--- src/hw/rtl/assert_macros.svh ---
// Assertion helpers
`ifndef ASSERT_MACROS_SVH
`define ASSERT_MACROS_SVH
`ifndef NO_ASSERTIONS
`define ASSERT_IMPL(label, clk, rst_n, a, c) \
  label: assert property (@(posedge clk) disable iff (!rst_n) (a) |-> (c)) else $error("%m");
`define ASSERT_NEXT(label, clk, rst_n, a, c) \
  label: assert property (@(posedge clk) disable iff (!rst_n) (a) |=> (c)) else $error("%m");
`else
`define ASSERT_IMPL(label, clk, rst_n, a, c)
`define ASSERT_NEXT(label, clk, rst_n, a, c)
`endif
`endif

--- src/hw/rtl/lpht_pkg.sv ---
package lpht_pkg;
  localparam int LogCap = 10;
  localparam int ValBits = 32;
  localparam int CntBits = LogCap + 1;
  localparam logic [63:0] HashBasis = 64'hcbf29ce484222325;
  localparam logic [63:0] HashPrime = 64'h00000100000001B3;
  typedef logic [LogCap-1:0] slot_t;

  localparam logic [1:0] REQ_FIND = 2'd0;
  localparam logic [1:0] REQ_INS  = 2'd1;
  localparam logic [1:0] REQ_DEL  = 2'd2;
  localparam logic [1:0] REQ_DLF  = 2'd3;

  localparam logic [2:0] ST_OK    = 3'd0;
  localparam logic [2:0] ST_NF    = 3'd1;
  localparam logic [2:0] ST_DUP   = 3'd2;
  localparam logic [2:0] ST_FULL  = 3'd3;
  localparam logic [2:0] ST_ZERO  = 3'd4;

  localparam logic [9:0] LoadLimitRst = 10'd512;
endpackage

--- src/hw/rtl/lpht_hash.sv ---
// Home slot: low bits of (basis ^ key) * prime, accumulated from 16-bit partial products.
module lpht_hash (
  input  logic                  clk,
  input  logic                  rst_n,
  input  logic                  start,
  input  logic [63:0]           key,
  output logic                  done,
  output lpht_pkg::slot_t       slot
);
  import lpht_pkg::*;
  logic [63:0] x_r, x_nxt;
  logic [63:0] acc_r, acc_nxt;
  logic [1:0]  step_r, step_nxt;
  logic        busy_r, busy_nxt;
  logic        done_r, done_nxt;
  logic [63:0] part;

  // prime = 2^40 + 0x1B3, so x * prime = (x << 40) + x * 0x1B3
  always_comb begin
    part = ({48'd0, x_r[16*step_r +: 16]} * 64'h1B3) << (16 * step_r);
  end

  always_comb begin
    x_nxt = x_r;
    acc_nxt = acc_r;
    step_nxt = step_r;
    busy_nxt = busy_r;
    done_nxt = 1'b0;
    if (start) begin
      x_nxt = HashBasis ^ key;
      acc_nxt = (HashBasis ^ key) << 40;
      step_nxt = 2'd0;
      busy_nxt = 1'b1;
    end else if (busy_r) begin
      acc_nxt = acc_r + part;
      step_nxt = step_r + 2'd1;
      if (step_r == 2'd3) begin
        busy_nxt = 1'b0;
        done_nxt = 1'b1;
      end
    end
  end

  always_ff @(posedge clk) begin
    if (!rst_n) begin
      busy_r <= 1'b0;
      done_r <= 1'b0;
      step_r <= '0;
    end else begin
      busy_r <= busy_nxt;
      done_r <= done_nxt;
      step_r <= step_nxt;
    end
    x_r <= x_nxt;
    acc_r <= acc_nxt;
  end

  assign done = done_r;
  assign slot = acc_r[LogCap-1:0];
endmodule

--- config.mk ---
export PLATFORM = sky130hd
export DESIGN_NAME = lpht_hash
export DESIGN_NICKNAME = d
export VERILOG_FILES = /design/src/hw/rtl/assert_macros.svh /design/src/hw/rtl/lpht_pkg.sv /design/src/hw/rtl/lpht_hash.sv
export SDC_FILE = /design/constraint.sdc
export NUM_CORES = 1
export LEC_CHECK = 0
export ABC_AREA = 1
export BUFFER_PORTS_ARGS = -buffer_cell sky130_fd_sc_hd__buf_2
export CAP_MARGIN = 20
export CORE_MARGIN = 1.5
export CORE_UTILIZATION = 59
export CTS_CLUSTER_DIAMETER = 200
export DETAILED_ROUTE_END_ITERATION = 10
export GPL_ROUTABILITY_DRIVEN = 0
export HOLD_SLACK_MARGIN = 0.03
export PLACE_DENSITY_LB_ADDON = 0.25
export SLEW_MARGIN = 20
export SYNTH_ARGS = -nofsm -noshare
export SYNTH_HDL_FRONTEND = slang
export SYNTH_SLANG_ARGS = --single-unit
--- constraint.sdc ---
create_clock -name clk -period 10.5 [get_ports clk]
set_input_delay 0.525 -clock clk [delete_from_list [all_inputs] [get_ports clk]]
set_output_delay 0.525 -clock clk [all_outputs]
set_load 0.02 [all_outputs]
==> results of run 1 <==
==> area by class of cell <==
cell class | instances | area [sq um] | share of cell area (%)
clock buffers | 5 | 68.8 | 1.79
inverters | 83 | 312 | 8.09
multi-input cells | 237 | 1600 | 41.7
flip-flops and latches | 54 | 1480 | 38.5
clock inverters | 3 | 28.8 | 0.747
repair buffers | 53 | 265 | 6.89
well taps | 72 | 90.1 | 2.34
==> metrics by stage <==
stage	hold WS, ps	worst slack [ps]
finish	378	4780
global route	354	4250
CTS	372	4750
detailed placement	530	4780
global placement	522	4950
floorplan	594	5850
==> flip-flops by register name (all words and copies together) (netlist names) <==
name / flops
done: 1
step_r: 2
busy_r: 1
acc_r: 10
x_r: 40
==> worst register-to-register path: cells and delay by family (launching register included) <==
family	cells	cell delay (ps)
AO/OA/AOI/OAI	4	700
adder cells (fa/ha/maj)	6	2290
buffers and inverters	5	580
flip-flops	1	850
AND/OR/NAND/NOR	10	1230
==> cells in the final DEF (no fill, tap or decap), types with 5 or more instances in the layout <==
cell      instances
xor2_1            6
nor3_1            5
o22ai_1           8
o21ai_0          20
nand2_2           6
dfxtp_1          14
ha_1             35
nand3_1          13
nor2_1           38
nand2_1          53
buf_2            53
edfxtp_1         40
a21oi_1          19
nand3_2           5
xnor2_1           5
clkbuf_8          5
inv_1            82
fa_1             10
==> how the worst max path moves through the flow <==
stage | depth (start not counted) | slack, ps | startpoint | endpoint
after floorplan | 24 | 5850 | step_r[1] | acc_r[9]
after global placement | 25 | 4950 | step_r[0] | acc_r[9]
after detailed placement | 25 | 4780 | step_r[0] | acc_r[9]
after CTS | 25 | 4750 | step_r[0] | acc_r[9]
after global routing | 25 | 4250 | step_r[0] | acc_r[9]
final | 25 | 4780 | step_r[0] | acc_r[9]
==> routing by layer <==
| layer | routed length [um] | GRT usage [%] | share of wire [%] |
|---|---|---|---|
| met1 | 2690 | 26.1 | 43 |
| met2 | 3090 | 39.9 | 50 |
| met3 | 286 | 3.77 | 4.6 |
| met4 | 153 | 9.47 | 2.5 |
| met5 | 0 | 0 | 0 |
==> kinds of logic after synthesis <==
logic type,after synthesis,synth area share (%)
DFF,54,42.9
and+or+nand+nor,125,16.4
adders and majority gates,45,18.5
buffers and inverters,93,10.6
AOI/OAI and AO/OA,56,8.81
xor gates and xnor gates,11,2.79
==> power by group <==
part / switching, mW / internal (mW)
registers: 0.0138 / 0.253
logic: 0.349 / 0.229
clock network: 0.0733 / 0.0495
==> metrics.md, run 1 <==
| Metric | Value |
|---|---|
| Drt total wl | ~6200 um |
| Root Buffer Master | clkbuf_8 |
| RSZ-0062 raised after global routing | false |
| Placed inst area | 0.00375 sq mm |
| H-tree depth | 2 |
| Ant. Diodes | 0 |
| Reg clk slew, reported paths | 100 ps |
| Maximum vdd drop | between 0.15 and 0.2 mV |
| Layout Skew | a little over 8 ps |
| Setup crit end kind | flop |
| Residual DRC | 0 |
| Synth area leaders | edfxtp_1 35%, ha_1 13%, inv_1 8.9% |
| Number of DRC markers in iteration 0 | between 100 and 150 |
| Reg2Reg Setup Slack | 4780 ps |
| Startpoint types | flop |
| Max stage delay on crit path | 850 ps |
| # rows | 27 |
| DR WL/cell | 12.3 um |
| Commonest cells in the netlist | 82 x inv_1, 53 x nand2_1, 40 x edfxtp_1 |
| Fillers | 451 |
| Congestion Overflow GR | 0 |
| TNS Setup | 0 ps |
| Tcrit/Tclk final | 54.5% |
| Post-DP HPWL | 4780 um |
| Worst-Margin Slew | 1040 ps |
| CP max FO | 21 |
| RR Startpoint | step_r[0] |
| CTS tree | built |
| First-pass GRT wire length | 10,800 um |
| Initial core utilization | 61.9% |
| Hold wc startpoint | key[18] |
| Fin crit period | 5720 ps |
| CP bufs+invs | 5 |
| Achievable Freq | 175 MHz |
| Post-synthesis average cell area | 8.99 sq um |
| Via count | 2,594 |
| Postcts setup bufs | 0 |
| FF-to-FF path depth | 25 |
| Max_cap viols | 0 |
| TritonCTS Buffers | 5 |
| Antenna-violating nets left | 0 |
| Synth Warn # | 0 |
| CTS max path bufs | 2 |
| Final core area utilization | 69.1% |
| CP Data Arrival Time | slightly below 6000 ps |
| EDFF count, synth | 40 |
| Leak | 1.96 nW |
| Seq/Total Area, Yosys | 42.9% |
| Setup Viol. Count Final | 0 |
| IO Port Bufs | 53 |
| Reg-to-Reg End | acc_r[9] |
| CTS sink cnt | 54 |
| Flops & latches, synth | 54 |
| Clk_lat worst skew | approximately 310 ps |
| Ports | 78 |
| Cells after Synth | ~380 |
| Syn Nets | slightly below 500 |
| Share of flip-flops with an asynchronous set or reset | 0% |
| Via density | 5.12 |
| Largest net degree at the start of global routing | 50 |
| All-layer global routing usage | 22.3% |
| Die area | 0.00632 sq mm |
| Outcome | finished, final reports clean |
| Ys flop type | edfxtp_1 |
| Share of layout cells above drive strength 1 | 17.5% |
| DRT Pass-1 Iters | 5 |
| Post-Syn Area | 0.00345 sq mm |
| Total power | 968 uW |
| Initial antenna violation count | 0 |
| Final Hold Fails | 0 |
| Most numerous cell in the Yosys netlist | inv_1 |
| Worst min path class | primary input to flop |
| # resized after CTS | 0 |
| Hold Path Depth | 1 |
| Hold path endpoint | x_r[18] |
| Die H | around 79 um |
| Area Growth Syn to Fin | 11.5% |
| Vias in the first global route | approximately 2,600 |
| Crit Path Class | flop to flop |
| Worst slew margin | 30.8% |
| Post-Layout Cell Count | 507 |
| Power Density | 251 mW/mm^2 |
| CP Data Required Time | 10,720 ps |
| Post-synth cell types | 28 |
| Core area | 0.00557 sq mm |
| Synth top area share | 34.8% |
| Chip Width | 79.5 um |
| Leading area contributor after synthesis | edfxtp_1 |
| Slowest cell on crit path | dfxtp_1 |
| Final Max Slew Viols | 0 |
| Top delay family on crit path | adder cells |
| Dpl cells | 499 |
| Cell area after layout | 0.00385 sq mm |
| Final #Nets | 546 |
| Cts hold-fix bufs | 0 |
| Worst path most repeated cell | inv_1 |
No activity file was read; power rests on OpenSTA's default activity.
==> inputs of run 2 (changes only) <==
Settings changed: CORE_UTILIZATION 59 to 49.
Clock period 10.5 ns to 4.6 ns, I/O delays scaled along.
==> run 2 against run 1 <==
Compared with the run above:
- the flow now finishes with violations (setup timing)
- count of clock-buffer cells in the layout increased by 1
- sequential share of layout area decreased by 7.2 points
- sequential power increased by 130%
- maximum frequency increased by 24%
- via count increased by 9.2%
- combinational power increased to 3.3 times the previous value
- critical path depth decreased by 1
- final area increased by 24%
- largest power group unchanged
==> metrics.md, run 2 (same netlist as run 1, synthesis figures left out) <==
| Metric | Value |
|---|---|
| Via count | 2,833 |
| CP Launch Point | step_r[0] |
| Area Growth Syn to Fin | 37.8% |
| Leading cell types in the layout, fill and taps excluded | 71 x inv_1, 53 x buf_2, 48 x nand2_1 |
| Initial antenna violation count | 0 |
| Drt total wl | about 8000 um |
| # rows | 30 |
| Layout Skew | 10.1 ps |
| Commonest non-fill, non-tap cell in the layout | inv_1 |
| Cts hold-fix bufs | 0 |
| Total power | between 2 and 3 mW |
| Reg2Reg Setup Slack | -0.9 ps |
| Reg-to-Reg End | acc_r[9] |
| Violations in the final reports | setup timing |
| Regs by FF count | x_r x40, acc_r x10, step_r x2 |
| Initial core utilization | between 50% and 60% |
| Core area | 0.00679 sq mm |
| Biggest register | x_r |
| Max stage delay on crit path | 520 ps |
| Worst-Margin Slew | 1060 ps |
| CTS tree | built |
| CP max FO | 7 |
| All-layer global routing usage | 19.0% |
| Maximum vdd drop | approximately 0.32 mV |
| Final Max Slew Viols | 0 |
| Final core area utilization | 70.0% |
| Outcome | finished, violations left |
| DRT Pass-1 Iters | 4 |
| Setup crit end kind | flop |
| Multi-input gate area | 0.00206 sq mm |
| IO Port Bufs | between 50 and 60 |
| Post-DP HPWL | roughly 5300 um |
| Reg area | ~0.0015 sq mm |
| Leak | 2.25 nW |
| CP Data Required Time | 4820 ps |
| First-pass GRT wire length | ~11,000 um |
| CTS max path bufs | 2 |
| Power Density | roughly 600 mW/mm^2 |
| Fin crit period | 4600 ps |
| Final Hold Fails | 0 |
| Final #Nets | 590 |
| Antenna-violating nets left | 0 |
| CTS sink cnt | between 50 and 60 |
| PnR worst setup slack | -0.906 ps |
| DR WL/cell | between 10 and 15 um |
| RR Startpoint | step_r[0] |
| Ant. Diodes | 0 |
| CP Data Arrival Time | roughly 4800 ps |
| Fillers | between 400 and 500 |
| Setup Viol. Count Final | 1 |
| TritonCTS Buffers | 5 |
| Startpoint types | flop |
| H-tree depth | 2 |
| Root Buffer Master | clkbuf_8 |
| Tcrit/Tclk final | 100% |
| Share of layout cells above drive strength 1 | 39.5% |
| Slowest cell on crit path | fa_1 |
| Chip Width | 86.9 um |
| Largest net degree at the start of global routing | 50 |
| Residual DRC | 0 |
| Max reg flops | 40 |
| Crit path cell chain | buf_12 -> buf_12 -> o21ai_4 -> o22ai_4 -> ha_2 -> fa_1 -> ha_1 -> inv_1 -> fa_1 -> inv_2 -> ha_4 -> nand2_2 -> a21oi_2 -> buf_4 -> nor3_4 -> nor3_2 -> ha_1 -> a21oi_2 -> o31a_1 -> nand3_2 -> nand4_1 -> nand4_1 -> nand2_1 -> nor2_1 |
| Setup crit end | acc_r[9] |
| Via density | 4.93 |
| FF-to-FF path depth | 24 |
| Worst slew margin | 29.1% |
| RSZ-0062 raised after global routing | true |
| Ports | 78 |
| Die area | 0.00756 sq mm |
| Crit Path Class | flop to flop |
| Max_cap viols | 0 |
| Reg clk slew, reported paths | ~100 ps |
| Clk_lat worst skew | 310 ps |
| Pre-CTS setup slack | -280 ps |
| Congestion Overflow GR | 0 |
| Worst min path class | primary input to flop |
| TNS Setup | -0.906 ps |
| Achievable Freq | ~220 MHz |
| Number of DRC markers in iteration 0 | 115 |
| Vias in the first global route | ~2,700 |
| Die H | just under 90 um |
run 2: cell types whose count changed in the layout (fill, tap and decap cells not counted), sizes merged:
cell / delta
inv: -1
clkbuf: +2
clkinv: -2
buf: +43
bufinv: +1
clkinvlp: +1
run 2: layer usage:
layer,GRT usage [%],routed length (um),up-vias
li1,-,-,1424
met1,23.7,3260,1326
met2,33.5,4330,68
met3,2.94,278,15
met4,6.30,195,0
met5,0,0,-
run 2: cell type report:
| cell class | instances | area share (%) |
|---|---|---|
| Timing Repair Buffer | 97 | 13.6 |
| Sequential cell | 54 | 31.3 |
| Tap cell | 96 | 2.52 |
| Inverter | 83 | 6.94 |
| Clock buffer | 6 | 1.53 |
| Clock inverter | 2 | 0.789 |
| Multi-Input combinational cell | 237 | 43.3 |
run 2: worst max-delay path: cells and delay by family (launching register included):
kind / cells / cell delay, ps
DFF: 1 / 380
and+or+nand+nor: 8 / 690
adders and majority gates: 6 / 2130
AOI/OAI and AO/OA: 5 / 770
buffers and inverters: 5 / 540
run 2: metrics by stage:
stage,cells,instance area (sq um),hold WS [ps]
6_report,575,4760,87.5
4_1_cts,567,4270,89.0
3_3_place_gp,557,4050,407
5_1_grt,575,4760,75.5
3_5_place_dp,557,4050,408
2_1_floorplan,384,3460,329
run 2: how the worst min path moves through the flow:
stage / start / end / slack, ps / cells after the start
after global placement: key[18] / x_r[18] / 410 / 1
final: key[7] / x_r[7] / 90 / 1
after detailed placement: key[33] / x_r[33] / 410 / 1
after global routing: key[18] / x_r[18] / 80 / 1
after CTS: key[33] / x_r[33] / 90 / 1
after floorplan: key[16] / x_r[16] / 330 / 0
run 2: report_power, final:
part	internal (mW)	switching, mW	total [mW]
logic	0.898	1.03	1.93
registers	0.577	0.0362	0.614
clock network	0.163	0.159	0.321
run 2: repair_timing:
| item | 4_1_cts | 5_1_grt |
|---|---|---|
| endpoints found under the setup margin | 1 | 2 |
| cloned | 0 | 1 |
| resized for setup | 20 | 98 |
| pin swaps | 8 | 51 |
| setup buffers | 2 | 7 |
==> inputs of run 3 (changes only) <==
Settings changed: CORE_MARGIN 1.5 to not set, CORE_UTILIZATION 49 to 51, CTS_BUF_LIST set to sky130_fd_sc_hd__clkbuf_4, REMOVE_ABC_BUFFERS set to 1.
==> run 3 against run 2 <==
Compared with the run above:
- the flow finishes with violations (DRC)
- clock power is 28% lower
- setup slack improved by 70 ps
- combinational power shrank 7%
- maximum frequency grew 1.5%
- register-to-register slack better by 70 ps
- worst hold slack worse by 22 ps
- via count down 1.1%
- non-clock buffer count rose by 12
- critical path type unchanged
==> metrics.md, run 3 (same netlist as run 1, synthesis figures left out) <==
| Metric | Value |
|---|---|
| Outcome | finished, violations left |
| Violations in the final reports | DRC |
| Share of layout cells above drive strength 1 | a little under a third |
| Leak | ~2.2 nW |
| Max_cap viols | 0 |
| Biggest register | x_r |
| Worst-Margin Slew | roughly 1000 ps |
| Antenna-violating nets left | 0 |
| CTS tree | built |
| Commonest non-fill, non-tap cell in the layout | inv_1 |
| Max stage delay on crit path | 550 ps |
| Root Buffer Master | clkbuf_4 |
| Fin crit period | between 4000 and 5000 ps |
| All-layer global routing usage | 21.3% |
| Vias in the first global route | 2,813 |
| Setup Viol. Count Final | 0 |
| Number of DRC markers in iteration 0 | 111 |
| Ports | 78 |
| Power Density | 580 mW/mm^2 |
| PnR worst setup slack | 69.3 ps |
| Regs by FF count | x_r x40, acc_r x10, step_r x2 |
| CP max FO | 17 |
| Final Max Slew Viols | 0 |
| Die H | around 84 um |
| Via density | 4.93 |
| Layout Skew | 12.3 ps |
| Total power | around 2.6 mW |
| Placed inst area | 0.00401 sq mm |
| DRT Pass-1 Iters | 7 |
| TritonCTS Buffers | 5 |
| CTS max path bufs | 2 |
| Startpoint types | flop |
| Ant. Diodes | 0 |
| Worst slew margin | 31.0% |
| Cell area after layout | ~0.0045 sq mm |
| Reg clk slew, reported paths | 160 ps |
| CP Data Required Time | ~5000 ps |
| Achievable Freq | 221 MHz |
| # rows | 29 |
| Max reg flops | 40 |
| Postcts setup bufs | 0 |
| Initial core utilization | 53.4% |
| Initial antenna violation count | 0 |
| Residual DRC | 2 |
| Post-DP HPWL | 5060 um |
| Crit Path Class | flop to flop |
| Congestion Overflow GR | 0 |
| IO Port Bufs | 53 |
| Leading cell types in the layout, fill and taps excluded | 78 x inv_1, 53 x buf_2, 51 x nand2_1 |
| Post-Layout Cell Count | 568 |
| Final Hold Fails | 0 |
| CP Data Arrival Time | 4870 ps |
| Worst min path class | primary input to flop |
| Via count | 2,803 |
| Drt total wl | 7260 um |
| Final core area utilization | 70.1% |
| Dpl cells | approximately 540 |
| Worst path most repeated cell | inv_1 |
| Tcrit/Tclk final | 98.5% |
| First-pass GRT wire length | 12,000 um |
| Area Growth Syn to Fin | 31.2% |
| Setup crit end kind | flop |
| Slowest cell on crit path | fa_1 |
| Pre-CTS setup slack | -221 ps |
| CTS sink cnt | 54 |
| Final #Nets | 602 |
| Maximum vdd drop | 0.299 mV |
| Die area | slightly above 0.007 sq mm |
| Largest net degree at the start of global routing | 50 |
| Clk_lat worst skew | 380 ps |
| Core area | 0.00646 sq mm |
| DR WL/cell | 12.8 um |
| Chip Width | 84.3 um |
| H-tree depth | 2 |
| RSZ-0062 raised after global routing | true |
## run 3: changes by cell type in the layout (fill, tap and decap cells not counted), sizes merged
| cell | before | now |
|---|---|---|
| bufinv | 1 | 0 |
| buf | 96 | 86 |
| inv | 83 | 85 |
| dlygate4sd3 | 0 | 22 |
| clkinvlp | 1 | 0 |
## run 3: through the flow
step,hold WS (ps),setup TNS (ps)
after floorplan,329,-178
after global placement,407,-141
after detailed placement,408,-221
after CTS,53.9,0
after global routing,37.0,-172
final,65.9,0
## run 3: area by class of cell
class / count / area, sq um
Clock inverter: 2 / 17.5
Timing Repair Buffer: 109 / 773
Fill cell: 471 / 1930
Multi-Input combinational cell: 237 / 1790
Clock buffer: 6 / 45.0
Sequential cell: 54 / 1490
Tap cell: 77 / 96.3
Inverter: 83 / 317
## run 3: worst max-delay path: cells and delay by family, from the launching register on
family	cells	cell delay [ps]
adder cells (fa/ha/maj)	6	2080
flip-flops	1	470
AO/OA/AOI/OAI	5	730
buffers and inverters	7	610
AND/OR/NAND/NOR	7	600
## run 3: where the power goes
part / internal (mW) / switching (mW) / total (mW)
Sequential: 0.577 / 0.0310 / 0.607
Combinational: 0.829 / 0.959 / 1.79
Clock: 0.0704 / 0.159 / 0.230
## run 3: worst paths after layout
| kind | cells past startpoint | to | slack (ps) | start |
|---|---|---|---|---|
| setup / recovery | 25 | acc_r[9] | 70 | step_r[0] |
| hold / removal | 3 | busy_r | 70 | rst_n |
| setup reg to reg | 25 | acc_r[9] | 70 | step_r[0] |
| hold reg to reg | 4 | acc_r[9] | 550 | acc_r[9] |
## run 3: layer usage
layer / up-vias / routed length [um] / global-route usage [%]
li1: 1451 / - / -
met3: 13 / 199 / 3.24
met5: - / 0 / 0
met4: 0 / 153 / 6.74
met2: 56 / 3770 / 39.5
met1: 1283 / 3140 / 25.4
## run 3: timing repair
action                     in CTS  in global routing
resized for setup              23                 32
pin swaps                       5                 15
hold endpoints to repair       22                  0
hold buffers                   22                  0
setup endpoints to repair       1                  1
gates cloned                    0                  1
